<file path="src/tgc_pkg.sv">
package tgc_pkg;

  // Fixed field widths.
  localparam int TIME_W        = 32;
  localparam int TAP_TIME_W    = 16;
  localparam int CFG_W         = 10;
  localparam int CFG_SQ_W      = 2 * CFG_W;
  localparam int CFG_IDX_W     = 3;
  localparam int CFG_DATA_W    = 16;
  localparam int GESTURE_W     = 3;
  localparam int OUT_TDATA_W   = 8;
  localparam int COORD_BITS_DEF = 10;

  // Configuration register indexes.
  localparam logic [CFG_IDX_W-1:0] CFG_TAP_MAX_TIME      = 3'd0;
  localparam logic [CFG_IDX_W-1:0] CFG_TAP_MAX_MOVE      = 3'd1;
  localparam logic [CFG_IDX_W-1:0] CFG_STROKE_STEP       = 3'd2;
  localparam logic [CFG_IDX_W-1:0] CFG_SWIPE_MIN         = 3'd3;
  localparam logic [CFG_IDX_W-1:0] CFG_TOP_BAND_END      = 3'd4;
  localparam logic [CFG_IDX_W-1:0] CFG_BOTTOM_BAND_START = 3'd5;

  // Register reset values. The two radius registers are kept squared.
  localparam logic [TAP_TIME_W-1:0] RST_TAP_MAX_TIME     = 16'd400;
  localparam logic [CFG_SQ_W-1:0]   RST_TAP_MOVE_SQ      = 20'd64;
  localparam logic [CFG_SQ_W-1:0]   RST_STROKE_SQ        = 20'd16;
  localparam logic [CFG_W-1:0]      RST_SWIPE_MIN        = 10'd40;
  localparam logic [CFG_W-1:0]      RST_TOP_BAND_END     = 10'd60;
  localparam logic [CFG_W-1:0]      RST_BOTTOM_BAND_START = 10'd180;

  typedef enum logic [GESTURE_W-1:0] {
    G_HIDE   = 3'd0,
    G_SHOW   = 3'd1,
    G_MENU   = 3'd2,
    G_PET    = 3'd3,
    G_STROKE = 3'd4
  } gesture_e;

endpackage

</file>
<file path="src/touch_gesture_classifier.sv">
// Touch gesture classifier.
//
// Input stream: one beat per touch sample on s_axis_*. Output stream: one beat
// per recognized gesture on m_axis_*; a sample that completes no gesture gives
// no beat. Gestures come out in sample order.
// The configuration channel (cfg_*) writes one threshold register per beat and
// is always ready; write it only while no sample is in flight.
// A sample accepted into the input register is classified from there, and the
// gesture it makes is loaded into the output register, which drives m_axis_*.
// Throughput: one sample per cycle, set by the single classification stage
// between the input register and the output register, while no gesture waits
// for a stalled output register.
// When the receiver stalls, the held gesture stays in the output register and
// the next sample can still be taken into the input register; samples that
// make no gesture keep flowing, and a sample that makes one waits in the input
// register, holding s_axis_tready low, until the output register frees up.
// Reset clears the touch tracking state and both stage valid flags, and loads
// the default thresholds.
module touch_gesture_classifier #(
  parameter int COORD_BITS = tgc_pkg::COORD_BITS_DEF
) (
  input  logic clk_i,
  input  logic rst_ni,
  // Fields from bit 0: now_time[32], touching, pos_x, pos_y, hit_pet, hit_bar,
  // zero fill to a whole byte.
  input  logic [((tgc_pkg::TIME_W + 3 + 2 * COORD_BITS + 7) / 8) * 8 - 1:0] s_axis_tdata,
  input  logic s_axis_tvalid,
  output logic s_axis_tready,
  // Fields from bit 0: gesture[3], zero fill.
  output logic [tgc_pkg::OUT_TDATA_W-1:0] m_axis_tdata,
  output logic m_axis_tvalid,
  input  logic m_axis_tready,
  input  logic cfg_valid_i,
  output logic cfg_ready_o,
  input  logic [tgc_pkg::CFG_IDX_W-1:0] cfg_index_i,
  input  logic [tgc_pkg::CFG_DATA_W-1:0] cfg_data_i
);
  import tgc_pkg::*;

  localparam int CoordW = COORD_BITS;
  localparam int CmpW   = (CoordW > CFG_W) ? CoordW : CFG_W;
  localparam int SqW    = 2 * CoordW;
  localparam int SumW   = SqW + 1;
  localparam int DistW  = (SumW > CFG_SQ_W) ? SumW : CFG_SQ_W;
  localparam int XLo    = TIME_W + 1;
  localparam int YLo    = XLo + CoordW;
  localparam int PetBit = YLo + CoordW;
  localparam int BarBit = PetBit + 1;

  // Configuration registers. The radius thresholds are squared on write so the
  // classification path only compares.
  logic [TAP_TIME_W-1:0] tap_max_time_q;
  logic [CFG_SQ_W-1:0]   tap_move_sq_q, tap_move_sq_d;
  logic [CFG_SQ_W-1:0]   stroke_sq_q, stroke_sq_d;
  logic [CFG_W-1:0]      swipe_min_q, top_band_end_q, bottom_band_start_q;
  logic [CFG_W-1:0]      cfg_val;

  assign cfg_ready_o   = 1'b1;
  assign cfg_val       = cfg_data_i[CFG_W-1:0];
  assign tap_move_sq_d = CFG_SQ_W'(cfg_val) * CFG_SQ_W'(cfg_val);
  assign stroke_sq_d   = CFG_SQ_W'(cfg_val) * CFG_SQ_W'(cfg_val);

  always_ff @(posedge clk_i or negedge rst_ni) begin
    if (!rst_ni) begin
      tap_max_time_q      <= RST_TAP_MAX_TIME;
      tap_move_sq_q       <= RST_TAP_MOVE_SQ;
      stroke_sq_q         <= RST_STROKE_SQ;
      swipe_min_q         <= RST_SWIPE_MIN;
      top_band_end_q      <= RST_TOP_BAND_END;
      bottom_band_start_q <= RST_BOTTOM_BAND_START;
    end else if (cfg_valid_i && cfg_ready_o) begin
      case (cfg_index_i)
        CFG_TAP_MAX_TIME:      tap_max_time_q      <= cfg_data_i;
        CFG_TAP_MAX_MOVE:      tap_move_sq_q       <= tap_move_sq_d;
        CFG_STROKE_STEP:       stroke_sq_q         <= stroke_sq_d;
        CFG_SWIPE_MIN:         swipe_min_q         <= cfg_val;
        CFG_TOP_BAND_END:      top_band_end_q      <= cfg_val;
        CFG_BOTTOM_BAND_START: bottom_band_start_q <= cfg_val;
        default: begin
        end
      endcase
    end
  end

  // Input register.
  logic              in_valid_q;
  logic [TIME_W-1:0] in_time_q;
  logic              in_touch_q;
  logic [CoordW-1:0] in_x_q, in_y_q;
  logic              in_pet_q, in_bar_q;
  logic              proceed;

  assign s_axis_tready = !in_valid_q || proceed;

  always_ff @(posedge clk_i or negedge rst_ni) begin
    if (!rst_ni) begin
      in_valid_q <= 1'b0;
    end else if (s_axis_tready) begin
      in_valid_q <= s_axis_tvalid;
    end
  end

  always_ff @(posedge clk_i) begin
    if (s_axis_tvalid && s_axis_tready) begin
      in_time_q  <= s_axis_tdata[TIME_W-1:0];
      in_touch_q <= s_axis_tdata[TIME_W];
      in_x_q     <= s_axis_tdata[XLo +: CoordW];
      in_y_q     <= s_axis_tdata[YLo +: CoordW];
      in_pet_q   <= s_axis_tdata[PetBit];
      in_bar_q   <= s_axis_tdata[BarBit];
    end
  end

  // Touch tracking state.
  logic              was_down_q;
  logic [TIME_W-1:0] start_time_q;
  logic [CoordW-1:0] start_x_q, start_y_q, anchor_x_q, anchor_y_q;
  logic              anchor_pet_q, anchor_bar_q;

  // Distance datapath, shared between the move test (sample against anchor)
  // and the release test (anchor against start).
  logic [CoordW-1:0]   op_ax, op_bx, op_ay, op_by;
  logic signed [CoordW:0] diff_x, diff_y;
  logic [CoordW-1:0]   abs_x, abs_y;
  logic [SqW-1:0]      sq_x, sq_y;
  logic [SumW-1:0]     dist_sq;
  logic [TIME_W-1:0]   elapsed;

  always_comb begin
    if (in_touch_q) begin
      op_ax = in_x_q;
      op_bx = anchor_x_q;
      op_ay = in_y_q;
      op_by = anchor_y_q;
    end else begin
      op_ax = anchor_x_q;
      op_bx = start_x_q;
      op_ay = anchor_y_q;
      op_by = start_y_q;
    end
  end

  assign diff_x  = $signed({1'b0, op_ax}) - $signed({1'b0, op_bx});
  assign diff_y  = $signed({1'b0, op_ay}) - $signed({1'b0, op_by});
  assign abs_x   = diff_x[CoordW] ? CoordW'(-diff_x) : diff_x[CoordW-1:0];
  assign abs_y   = diff_y[CoordW] ? CoordW'(-diff_y) : diff_y[CoordW-1:0];
  assign sq_x    = SqW'(abs_x) * SqW'(abs_x);
  assign sq_y    = SqW'(abs_y) * SqW'(abs_y);
  assign dist_sq = SumW'(sq_x) + SumW'(sq_y);
  assign elapsed = in_time_q - start_time_q;

  // Classification.
  logic     res_valid;
  gesture_e res_gesture;
  logic     take_start;
  logic     take_anchor;
  logic     swipe_ok, in_top, in_bottom, tap_ok;

  assign swipe_ok  = (CmpW'(abs_y) >= CmpW'(swipe_min_q)) && (abs_y > abs_x);
  assign in_top    = CmpW'(start_y_q) < CmpW'(top_band_end_q);
  assign in_bottom = CmpW'(start_y_q) >= CmpW'(bottom_band_start_q);
  assign tap_ok    = (elapsed <= TIME_W'(tap_max_time_q)) &&
                     (DistW'(dist_sq) <= DistW'(tap_move_sq_q));

  always_comb begin
    res_valid   = 1'b0;
    res_gesture = G_STROKE;
    take_start  = 1'b0;
    take_anchor = 1'b0;
    if (in_touch_q && !was_down_q) begin
      // Touch down: start and anchor both take the sample.
      take_start  = 1'b1;
      take_anchor = 1'b1;
    end else if (!in_touch_q && was_down_q) begin
      // Release: a band swipe wins over a tap. The top band is tested first.
      if (swipe_ok && in_top) begin
        res_valid   = 1'b1;
        res_gesture = diff_y[CoordW] ? G_HIDE : G_SHOW;
      end else if (swipe_ok && in_bottom) begin
        res_valid   = 1'b1;
        res_gesture = diff_y[CoordW] ? G_SHOW : G_HIDE;
      end else if (tap_ok && anchor_bar_q) begin
        res_valid   = 1'b1;
        res_gesture = G_MENU;
      end else if (tap_ok && anchor_pet_q) begin
        res_valid   = 1'b1;
        res_gesture = G_PET;
      end
    end else if (in_touch_q && was_down_q) begin
      // Held touch: a long enough step onto the pet is a stroke.
      if ((DistW'(dist_sq) >= DistW'(stroke_sq_q)) && in_pet_q) begin
        res_valid   = 1'b1;
        res_gesture = G_STROKE;
        take_anchor = 1'b1;
      end
    end
  end

  // A sample without a gesture never waits for the output register.
  assign proceed = in_valid_q && (!res_valid || !m_axis_tvalid || m_axis_tready);

  always_ff @(posedge clk_i or negedge rst_ni) begin
    if (!rst_ni) begin
      was_down_q   <= 1'b0;
      start_time_q <= '0;
      start_x_q    <= '0;
      start_y_q    <= '0;
      anchor_x_q   <= '0;
      anchor_y_q   <= '0;
      anchor_pet_q <= 1'b0;
      anchor_bar_q <= 1'b0;
    end else if (proceed) begin
      was_down_q <= in_touch_q;
      if (take_start) begin
        start_time_q <= in_time_q;
        start_x_q    <= in_x_q;
        start_y_q    <= in_y_q;
      end
      if (take_anchor) begin
        anchor_x_q   <= in_x_q;
        anchor_y_q   <= in_y_q;
        anchor_pet_q <= in_pet_q;
        anchor_bar_q <= in_bar_q;
      end
    end
  end

  // Output register.
  logic     out_valid_q, out_valid_d;
  gesture_e gesture_q;

  always_comb begin
    out_valid_d = m_axis_tvalid;
    if (proceed && res_valid) begin
      out_valid_d = 1'b1;
    end else if (m_axis_tready) begin
      out_valid_d = 1'b0;
    end
  end

  always_ff @(posedge clk_i or negedge rst_ni) begin
    if (!rst_ni) begin
      out_valid_q <= 1'b0;
    end else begin
      out_valid_q <= out_valid_d;
    end
  end

  always_ff @(posedge clk_i) begin
    if (proceed && res_valid) begin
      gesture_q <= res_gesture;
    end
  end

  assign m_axis_tvalid = out_valid_q;
  assign m_axis_tdata  = {{(OUT_TDATA_W - GESTURE_W){1'b0}}, gesture_q};

  // Checks.
  a_touch_tracked: assert property (@(posedge clk_i) disable iff (!rst_ni)
    proceed |=> (was_down_q == $past(in_touch_q)))
    else $error("touch state did not follow the classified sample");

  a_stroke_moves_anchor: assert property (@(posedge clk_i) disable iff (!rst_ni)
    (proceed && res_valid && (res_gesture == G_STROKE)) |=>
      ((anchor_x_q == $past(in_x_q)) && (anchor_y_q == $past(in_y_q))))
    else $error("stroke did not move the anchor");

  a_idle_silent: assert property (@(posedge clk_i) disable iff (!rst_ni)
    (in_valid_q && !in_touch_q && !was_down_q) |-> !res_valid)
    else $error("gesture raised with no touch");

  a_stall_holds_input: assert property (@(posedge clk_i) disable iff (!rst_ni)
    !s_axis_tready |-> (in_valid_q && res_valid && m_axis_tvalid))
    else $error("input stalled without a pending gesture");

endmodule
</file>
<file path="config.mk">
export PLATFORM = sky130hd
export DESIGN_NAME = touch_gesture_classifier
export DESIGN_NICKNAME = d
export VERILOG_FILES = /design/src/tgc_pkg.sv /design/src/touch_gesture_classifier.sv
export SDC_FILE = /design/constraint.sdc
export NUM_CORES = 1
export LEC_CHECK = 0
export CAP_MARGIN = 0
export CORE_MARGIN = 2
export CORE_UTILIZATION = 25
export DETAILED_ROUTE_END_ITERATION = 12
export DONT_BUFFER_PORTS = 1
export GPL_ROUTABILITY_DRIVEN = 0
export PLACE_DENSITY = 0.41
export SYNTH_ARGS = -nofsm -noshare
export SYNTH_HDL_FRONTEND = slang
export SYNTH_SLANG_ARGS = --single-unit
export TNS_END_PERCENT = 100
</file>
<file path="constraint.sdc">
create_clock -name clk_i -period 32 [get_ports clk_i]
set_input_delay 4.8 -clock clk_i [delete_from_list [all_inputs] [get_ports clk_i]]
set_output_delay 4.8 -clock clk_i [all_outputs]
set_load 0.03 [all_outputs]
</file>
Word level (Yosys, flattened, before mapping)
Index checks and enable logic that the tools add are counted.
{"block": "word_totals", "reg_bits": 221}
{"block": "op_classes", "bitwise_logic": 1, "eq_ne": 5, "mux": 25, "n_reduce_logical": 32, "add_sub_neg": 6, "n_lt_le_gt_ge": 7, "n_mul": 3}
{"cell": "$mul A10 B10 Y20", "count": 3}
{"cell": "$mux W10", "count": 6}
{"cell": "$le A32 B16 Y1", "count": 1}
{"cell": "$sub A32 B32 Y32", "count": 1}
{"cell": "$sub A10 B10 Y11", "count": 2}
{"cell": "$add A20 B20 Y21", "count": 1}
{"cell": "$ge A21 B20 Y1", "count": 1}
{"cell": "$le A21 B20 Y1", "count": 1}
{"cell": "$ge A10 B10 Y1", "count": 2}
{"cell": "$neg A10 Y10", "count": 2}
{"cell": "$reduce_and A2 Y1", "count": 8}
{"cell": "$mux W1", "count": 15}
{"cell": "$logic_and A1 B1 Y1", "count": 13}
{"cell": "$mux W3", "count": 4}
{"cell": "$gt A10 B10 Y1", "count": 1}
{"cell": "$lt A10 B10 Y1", "count": 1}
{"cell": "$eq A3 B2 Y1 const B", "count": 2}
{"cell": "$eq A3 B3 Y1 const B", "count": 2}
{"cell": "$logic_not A1 Y1", "count": 5}
{"cell": "$eq A3 B1 Y1 const B", "count": 1}
{"cell": "$logic_not A3 Y1", "count": 1}
{"cell": "$logic_or A1 B1 Y1", "count": 3}
{"cell": "$reduce_bool A2 Y1", "count": 1}
{"cell": "$reduce_or A2 Y1", "count": 1}
{"cell": "$not A1 Y1", "count": 1}

Depth between registers and ports, before layout
Gate-level depths: netlist of run 1.
{"block": "logic_depth", "word_depth": 21, "depth_mapped": 53, "mapped_depth_nobuf": 50}

Worst setup path after synthesis of run 1
No wires, ideal clock.
{"block": "synth_timing", "path_kind": "register -> output", "start": "register in_touch_q", "end": "output port s_axis_tready", "slack_ns": 16.166, "arrival_time_ns": 11.034, "n_path_buf": 3, "t_required_ns": 27.200, "path_stages_with_launch": 46, "cell_sequence": "edfxtp_1 -> clkbuf_1 -> clkbuf_1 -> mux2i_1 -> ha_1 -> inv_1 -> fa_1 -> a21o_1 -> a21oi_1 -> xnor2_1 -> or3_1 -> or4_1 -> o21ai_1 -> xnor2_1 -> clkbuf_1 -> nand2_1 -> fa_1 -> fa_1 -> (+10 left out) -> nor2_1 -> o31a_1 -> o41ai_1 -> o21bai_1 -> a21oi_1 -> xnor2_1 -> ha_1 -> nand4_1 -> nor4_1 -> nand2_1 -> nor2_1 -> a21oi_1 -> o21ai_0 -> nand4_1 -> and4bb_1 -> o2111ai_1 -> nand3_2 -> nand3_1"}
{"block": "synth_between", "elab_chain_cells": 20, "elab_cells_between_ends": 41, "classes_between": "add/sub: 5; mul: 2; order compare: 4; mux: 14; reduce/logical: 16"}
{"item": "start: declaration", "line_no": "touch_gesture_classifier.sv:88", "text": "logic in_touch_q;"}
{"item": "start signal: assignment", "line_no": "touch_gesture_classifier.sv:106", "text": "in_touch_q <= s_axis_tdata[TIME_W];"}
{"item": "$mux W10", "line_no": "touch_gesture_classifier.sv:130", "text": "if (in_touch_q) begin"}
{"item": "$sub A10 B10 Y11, on equally long branches", "line_no": "touch_gesture_classifier.sv:143, touch_gesture_classifier.sv:144"}
{"item": "$neg A10 Y10, on equally long branches", "line_no": "touch_gesture_classifier.sv:145, touch_gesture_classifier.sv:146"}
{"item": "$mux W10, on equally long branches", "line_no": "touch_gesture_classifier.sv:145, touch_gesture_classifier.sv:146"}
{"item": "$mul A10 B10 Y20, on equally long branches", "line_no": "touch_gesture_classifier.sv:147, touch_gesture_classifier.sv:148"}
{"item": "$add A20 B20 Y21", "line_no": "touch_gesture_classifier.sv:149", "text": "assign dist_sq = SumW'(sq_x) + SumW'(sq_y);"}
{"item": "$le A21 B20 Y1", "line_no": "touch_gesture_classifier.sv:163", "text": "(DistW'(dist_sq) <= DistW'(tap_move_sq_q));"}
{"item": "$logic_and A1 B1 Y1", "line_no": "touch_gesture_classifier.sv:162", "text": "assign tap_ok = (elapsed <= TIME_W'(tap_max_time_q)) &&"}
{"item": "(+3 left out)"}
{"item": "$mux W1", "line_no": "touch_gesture_classifier.sv:179", "text": "end else if (swipe_ok && in_bottom) begin"}
{"item": "$mux W1", "line_no": "touch_gesture_classifier.sv:176", "text": "if (swipe_ok && in_top) begin"}
{"item": "$mux W1", "line_no": "touch_gesture_classifier.sv:174", "text": "end else if (!in_touch_q && was_down_q) begin"}
{"item": "$mux W1 *", "line_no": "touch_gesture_classifier.sv:170", "text": "if (in_touch_q && !was_down_q) begin"}
{"item": "$logic_not A1 Y1 *", "line_no": "touch_gesture_classifier.sv:200", "text": "assign proceed = in_valid_q && (!res_valid || !m_axis_tvalid || m_axis_tready);"}
{"item": "$logic_or A1 B1 Y1 * (2 in series)", "line_no": "touch_gesture_classifier.sv:200"}
{"item": "$logic_and A1 B1 Y1 *", "line_no": "touch_gesture_classifier.sv:200"}
{"item": "$logic_or A1 B1 Y1 *", "line_no": "touch_gesture_classifier.sv:93", "text": "assign s_axis_tready = !in_valid_q || proceed;"}
{"item": "end: declaration", "line_no": "touch_gesture_classifier.sv:28", "text": "output logic s_axis_tready,"}
Mark *: on every way between the ends. The rest lies on a longest branch, timed or not.

Worst setup path after layout of run 1
Same ends and word-level chain as after synthesis.

==> results of run 1 <==
-- cells in the final DEF, fill, tap and decap left out, types with 23 or more instances in the layout --
cell type and instances:
inv_1 373, ha_1 276, nand2_1 187, fa_1 180
dfrtp_1 146, nor2_1 110, o21ai_0 103, mux2_2 94
a21oi_1 91, xnor2_1 64, edfxtp_1 58, and2_1 38
a21o_1 37, xor2_1 33, nand3_1 31, clkbuf_16 30
mux2i_1 25, nor3_1 23, nor2b_1 23
-- registers in the layout (all words and copies together), names as in the netlist, 16 cells and up --
signal,flops
tap_max_time_q,16
in_time_q,32
tap_move_sq_q,19
start_time_q,32
stroke_sq_q,19
-- logic make-up (layout without fill, tap and decap cells) --
kind of cell	count (synthesis)	after routing	share of synthesized area (%)
XOR/XNOR	97	97	3.93
adder cells (fa/ha/maj)	456	456	32.6
other	2	6	0.0347
AO/OA/AOI/OAI	355	355	10.3
buffers and inverters	445	456	7.90
AND/OR/NAND/NOR	494	494	10.8
flip-flops	219	219	26.8
multiplexers	142	142	7.60
-- metal layers --
| layer | up-vias | GRT usage (%) |
|---|---|---|
| met3 | 66 | 1.76 |
| met4 | 6 | 2.82 |
| met5 | - | 0 |
| met1 | 7252 | 15.7 |
| met2 | 223 | 21.2 |
| li1 | 7326 | - |
-- worst max-delay path by stage --
| stage | start | end | slack (ns) | depth (start not counted) |
|---|---|---|---|---|
| 2_1_floorplan | in_touch_q$_DFFE_PP_ | s_axis_tready | 16.17 | 45 |
| 3_5_place_dp | in_touch_q$_DFFE_PP_ | s_axis_tready | 14.07 | 42 |
| 5_1_grt | in_touch_q$_DFFE_PP_ | s_axis_tready | 12.36 | 42 |
| 6_report | in_touch_q$_DFFE_PP_ | s_axis_tready | 13.56 | 40 |
| 4_1_cts | in_touch_q$_DFFE_PP_ | s_axis_tready | 13.39 | 42 |
| 3_3_place_gp | in_touch_q$_DFFE_PP_ | s_axis_tready | 14.07 | 42 |
-- cell type report --
cell class	count	share of cell area [%]
multi-input cells	1550	59.3
clock buffers	39	3.36
repair buffers	22	0.691
flip-flops and latches	219	24.2
well taps	1144	5.99
inverters	384	6.03
clock inverters	11	0.434
-- per-stage QoR --
step | cells | setup WS, ns | hold WS [ns] | utilization [%]
6_report | 3369 | 13.56 | 0.479 | 28.0
5_1_grt | 3369 | 12.36 | 0.502 | 28.0
4_1_cts | 3369 | 13.39 | 0.484 | 28.0
3_5_place_dp | 3319 | 14.07 | 0.472 | 26.9
3_3_place_gp | 3319 | 14.07 | 0.468 | 26.9
2_1_floorplan | 2214 | 16.17 | 0.439 | -
-- critical path, delay by kind of cell (launching register included) --
family,cells,cell delay (ns)
buffers and inverters,3,1.17
flip-flops,1,0.32
adder cells (fa/ha/maj),10,4.49
multiplexers,1,0.44
XOR/XNOR,2,0.76
AND/OR/NAND/NOR,9,1.87
AO/OA/AOI/OAI,15,3.95
==> flow_metrics.env, run 1 <==
export IMPL_drc_errors=0
export IMPL_drive_gt1_share_pct=9.89
export IMPL_cp_max_fo=46
export IMPL_cts_root_buf="clkbuf_16"
export IMPL_multi_input_area_um2=14200
export IMPL_cts_sinks=219
export IMPL_hpwl_mm=42.5
export IMPL_r2r_start="in_touch_q$_DFFE_PP_"
export IMPL_worst_r2r_path_depth=41
export IMPL_ys_ff_latch=219
export IMPL_worstSetupStartpointType="register"
export IMPL_grt_util_all_layers_pct=12.1
export IMPL_cp_slowest_cell="o41ai_1"
export IMPL_ys_flop_type="dfrtp_1"
export IMPL_ys_seq_area_share_pct=26.8
export IMPL_synth_cells=2210
export IMPL_yosysMostFrequentCell="inv_1"
export IMPL_synth_top_cell_area_share_pct=16.9
export IMPL_dieArea_um2=88900
export IMPL_cp_data_arrival_time_ns=13.64
export IMPL_cp_common_cell="fa_1"
export IMPL_port_buffers=0
export IMPL_routed_top_layer="met5"
export IMPL_cp_required_ns=27.20
export IMPL_wl_met1_mm=24.3
export IMPL_drt_iter0_markers=608
export IMPL_grt_overflow=0
export IMPL_vias=14900
export IMPL_cts_repair_resized=0
export IMPL_h_tree_depth=1
export IMPL_grt_pass1_vias=15800
export IMPL_wl_met3_mm=1.95
export IMPL_ys_types=78
export IMPL_r2r_end="anchor_x_q[3]$_DFFE_PN0P_"
export IMPL_grt_max_degree=162
export IMPL_yosysTopAreaCell="dfrtp_1"
export IMPL_fillCellCount=9081
export IMPL_finalCritPeriodShare_pct=57.6
export IMPL_yosys_warnings=0
export IMPL_viasPerCell=4.41
export IMPL_hold_path_class="reg -> reg"
export IMPL_syn_area_um2=21600
export IMPL_crit_path_end_kind="output port"
export IMPL_avgSynthCellArea_um2=9.79
export IMPL_hold_viol=0
export IMPL_grt_antenna_before_repair=5
export IMPL_post_drt_wl_per_cell_um=15.8
export IMPL_rows=107
export IMPL_nets=2740
export IMPL_seqCellArea_um2=5790
export IMPL_postPlaceCellArea_um2=23000
export IMPL_ff2ff_setup_slack_ns=18.03
export IMPL_ioPinCount=91
export IMPL_slowest_delay_ns=0.75
export IMPL_areaGrowthSynthToFinish_pct=10.6
export IMPL_clk_pin_slew_ns=0.06
export IMPL_chipHeight_um=298
export IMPL_hold_depth=2
export IMPL_rsz0062_at_grt="false"
export IMPL_maxCapViolations=0
export IMPL_yosys_top_cells_count="inv_1, ha_1, nand2_1"
export IMPL_async_flop_share_pct=73.5
export IMPL_routed_wl_mm=53.3
export IMPL_cts_tree="done"
export IMPL_grt_pass1_wl_mm=86.6
export IMPL_outcome="completed"
export IMPL_insertedDiodeCount=0
export IMPL_fmax_mhz=54.2
export IMPL_finalCriticalPeriod_ns=18.44
export IMPL_ant_nets=0
export IMPL_worst_pin_slew_ns=0.922
export IMPL_wl_met2_mm=25.9
export IMPL_cts_hold_buf=0
export IMPL_dr_pass1_iters=5
export IMPL_core_area_um2=85400
export IMPL_insertion_delay_ns=0.58
export IMPL_die_w_um=298
export IMPL_cts_setup_buffers=0
export IMPL_synth_edf_count=58
export IMPL_min_from="tap_move_sq_q[6]$_DFFE_PN1P_"
export IMPL_cts_buffers=27
export IMPL_worstSetupPathType="reg -> out"
export IMPL_skew_ns=0.0291
export IMPL_fin_tns_setup_ns=0
export IMPL_netlist_top_cells_area="dfrtp_1, fa_1, ha_1, edfxtp_1, inv_1"
export IMPL_drv_slew=0
export IMPL_clock_path_buffers=3
export IMPL_relSlewSlack_pct=37.8
export IMPL_start_util_pct=25.3
export IMPL_setup_viol_count_final=0
export IMPL_whs_endpoint="tap_move_sq_q[6]$_DFFE_PN1P_"
export IMPL_fin_area_um2=23900
Power of run 1 is left out: the tool's default activity adds up to more than one toggle a clock period on the data nets, which glitch-free logic cannot reach.
==> run 2: changes to the inputs <==
--- a/config.mk
+++ b/config.mk
@@ -5,13 +5,14 @@
 export SDC_FILE = /design/constraint.sdc
 export NUM_CORES = 1
 export LEC_CHECK = 0
+export ABC_AREA = 1
 export CAP_MARGIN = 0
 export CORE_MARGIN = 2
 export CORE_UTILIZATION = 25
 export DETAILED_ROUTE_END_ITERATION = 12
 export DONT_BUFFER_PORTS = 1
 export GPL_ROUTABILITY_DRIVEN = 0
-export PLACE_DENSITY = 0.41
+export PLACE_DENSITY = 0.43
 export SYNTH_ARGS = -nofsm -noshare
 export SYNTH_HDL_FRONTEND = slang
 export SYNTH_SLANG_ARGS = --single-unit
==> constraint.sdc (replaced) <==
create_clock -name clk_i -period 16.2 [get_ports clk_i]
set_input_delay 2.43 -clock clk_i [delete_from_list [all_inputs] [get_ports clk_i]]
set_output_delay 2.43 -clock clk_i [all_outputs]
set_load 0.03 [all_outputs]
==> flow_metrics.env, run 2 <==
export IMPL_layout_commonest_cell="nand2_1"
export IMPL_synth_top_cell_area_share_pct=16.1
export IMPL_yosys_top_cells_count="nand2_1, inv_1, ha_1"
export IMPL_rows=110
export IMPL_drc_errors=0
export IMPL_worstSetupStartpointType="register"
export IMPL_grt_antenna_before_repair=5
export IMPL_cp_slowest_cell="edfxtp_1"
export IMPL_ys_seq_area_share_pct=25.5
export IMPL_cts_setup_buffers=0
export IMPL_cts_repair_resized=0
export IMPL_yosysMostFrequentCell="nand2_1"
export IMPL_place_ws_ns=1.51
export IMPL_cts_tree="done"
export IMPL_holdWs_ns=0.466
export IMPL_drt_iter0_markers=771
export IMPL_cp_max_fo=19
export IMPL_cts_sinks=219
export IMPL_die_w_um=305
export IMPL_r2r_end="anchor_y_q[2]$_DFFE_PN0P_"
export IMPL_vias=17400
export IMPL_drive_gt1_share_pct=3.89
export IMPL_outcome="completed"
export IMPL_cp_data_arrival_time_ns=12.53
export IMPL_setup_ws_ns=1.24
export IMPL_worst_pin_slew_ns=1.11
export IMPL_setup_viol_count_final=0
export IMPL_skew_ns=0.0187
export IMPL_ys_ff_latch=219
export IMPL_maxCapViolations=0
export IMPL_netlist_top_cells_area="dfrtp_1, fa_1, ha_1, nand2_1, inv_1"
export IMPL_synth_edf_count=58
export IMPL_grt_util_all_layers_pct=12.9
export IMPL_chipHeight_um=305
export IMPL_worst_r2r_path_depth=60
export IMPL_top_regs="in_time_q x32, start_time_q x32"
export IMPL_ant_nets=0
export IMPL_ioPinCount=91
export IMPL_finalCriticalPeriod_ns=14.96
export IMPL_cts_hold_buf=0
export IMPL_fmax_mhz=66.8
export IMPL_insertion_delay_ns=0.56
export IMPL_grt_max_degree=162
export IMPL_h_tree_depth=1
export IMPL_async_flop_share_pct=73.5
export IMPL_rsz0062_at_grt="false"
export IMPL_viasPerCell=4.30
export IMPL_critPathCapture="s_axis_tready"
export IMPL_post_drt_wl_per_cell_um=14.6
export IMPL_fin_util_pct=27.6
export IMPL_port_buffers=0
export IMPL_core_area_um2=90000
export IMPL_worstSetupPathType="reg -> out"
export IMPL_routed_wl_mm=59.3
export IMPL_avgSynthCellArea_um2=7.86
export IMPL_grt_overflow=0
export IMPL_synth_cells=2889
export IMPL_ys_types=51
export IMPL_start_util_pct=25.2
export IMPL_slowest_delay_ns=0.66
export IMPL_yosysTopAreaCell="dfrtp_1"
export IMPL_dr_pass1_iters=7
export IMPL_critPathLaunch="in_touch_q$_DFFE_PP_"
export IMPL_dieArea_um2=93300
export IMPL_drv_slew=0
export IMPL_clock_path_buffers=3
export IMPL_grt_pass1_vias=18200
export IMPL_crit_path_end_kind="output port"
export IMPL_hpwl_mm=47.7
export IMPL_r2r_start="in_touch_q$_DFFE_PP_"
export IMPL_nets=3396
export IMPL_cts_buffers=27
export IMPL_areaGrowthSynthToFinish_pct=9.42
export IMPL_cp_required_ns=13.77
export IMPL_cts_root_buf="clkbuf_16"
export IMPL_relSlewSlack_pct=25.6
export IMPL_syn_area_um2=22700
export IMPL_ys_flop_type="dfrtp_1"
export IMPL_hold_path_class="reg -> reg"
export IMPL_yosys_warnings=0
export IMPL_finalCritPeriodShare_pct=92.4
export IMPL_clk_pin_slew_ns=0.06
export IMPL_layout_common_cells="nand2_1, inv_1, ha_1"
export IMPL_fin_tns_setup_ns=0
export IMPL_cp_common_cell="nand2_1"
export IMPL_hold_viol=0
export IMPL_ff2ff_setup_slack_ns=2.77
export IMPL_grt_pass1_wl_mm=97.2
==> run 2: changes by cell type in the layout (fill, tap and decap cells not counted), sizes merged, moves of 39 or more <==
cell   change
mux2     -117
nand2    +551
inv      +214
nand3     +43
nor2      +58
xnor2     -39
nand4     +81
==> run 2: worst min-delay path by stage <==
stage	end	cells past startpoint	startpoint	slack, ns
CTS	start_time_q[19]$_DFFE_PN0P_	2	start_time_q[19]$_DFFE_PN0P_	0.47
global route	start_time_q[4]$_DFFE_PN0P_	2	start_time_q[4]$_DFFE_PN0P_	0.49
floorplan	start_x_q[1]$_DFFE_PN0P_	2	start_x_q[1]$_DFFE_PN0P_	0.44
global placement	start_x_q[8]$_DFFE_PN0P_	2	start_x_q[8]$_DFFE_PN0P_	0.45
detailed placement	start_time_q[22]$_DFFE_PN0P_	2	start_time_q[22]$_DFFE_PN0P_	0.46
finish	start_time_q[17]$_DFFE_PN0P_	2	start_time_q[17]$_DFFE_PN0P_	0.47
==> run 2: worst max-delay path, delay by kind of cell (launching register included) <==
kind | cells | cell delay (ns)
adder cells (fa/ha/maj) | 11 | 4.82
AND/OR/NAND/NOR | 20 | 2.31
AO/OA/AOI/OAI | 10 | 2.36
XOR/XNOR | 2 | 0.81
buffers and inverters | 8 | 1.01
flip-flops | 1 | 0.66
==> run 2: layout make-up <==
class / instances / area, µm²
fillers: 10000 / 65200
multi-input cells: 1996 / 14300
flip-flops and latches: 219 / 5790
inverters: 599 / 2250
well taps: 1176 / 1470
clock buffers: 33 / 708
clock inverters: 16 / 191
repair buffers: 17 / 131
diodes: 3 / 7.51
==> run 2: per-layer routing <==
layer | global-route usage (%) | wire [µm] | vias to the layer above
met5 | 0 | 7 | -
met4 | 2.84 | 1220 | 2
met3 | 1.44 | 1610 | 63
met2 | 23.5 | 29100 | 176
met1 | 16.3 | 27400 | 8176
li1 | - | - | 9029
==> run 2: cell families (layout without fill, tap and decap cells) <==
logic type	count (synthesis)	in the layout	synth area share [%]
adders and majority gates	456	456	31.1
DFF	219	219	25.5
buffers and inverters	678	665	11.7
xor gates and xnor gates	80	80	3.09
AOI/OAI and AO/OA	322	322	7.67
muxes	2	2	0.0882
other	2	9	0.0331
and+or+nand+nor	1130	1130	20.9
==> run 2: metrics by stage <==
step | cells | instance area (µm²)
5_1_grt | 4056 | 24800
4_1_cts | 4055 | 24800
6_report | 4059 | 24800
3_3_place_gp | 4006 | 23900
2_1_floorplan | 2893 | 22700
3_5_place_dp | 4006 | 23900
Power of run 2 is left out for the same reason.
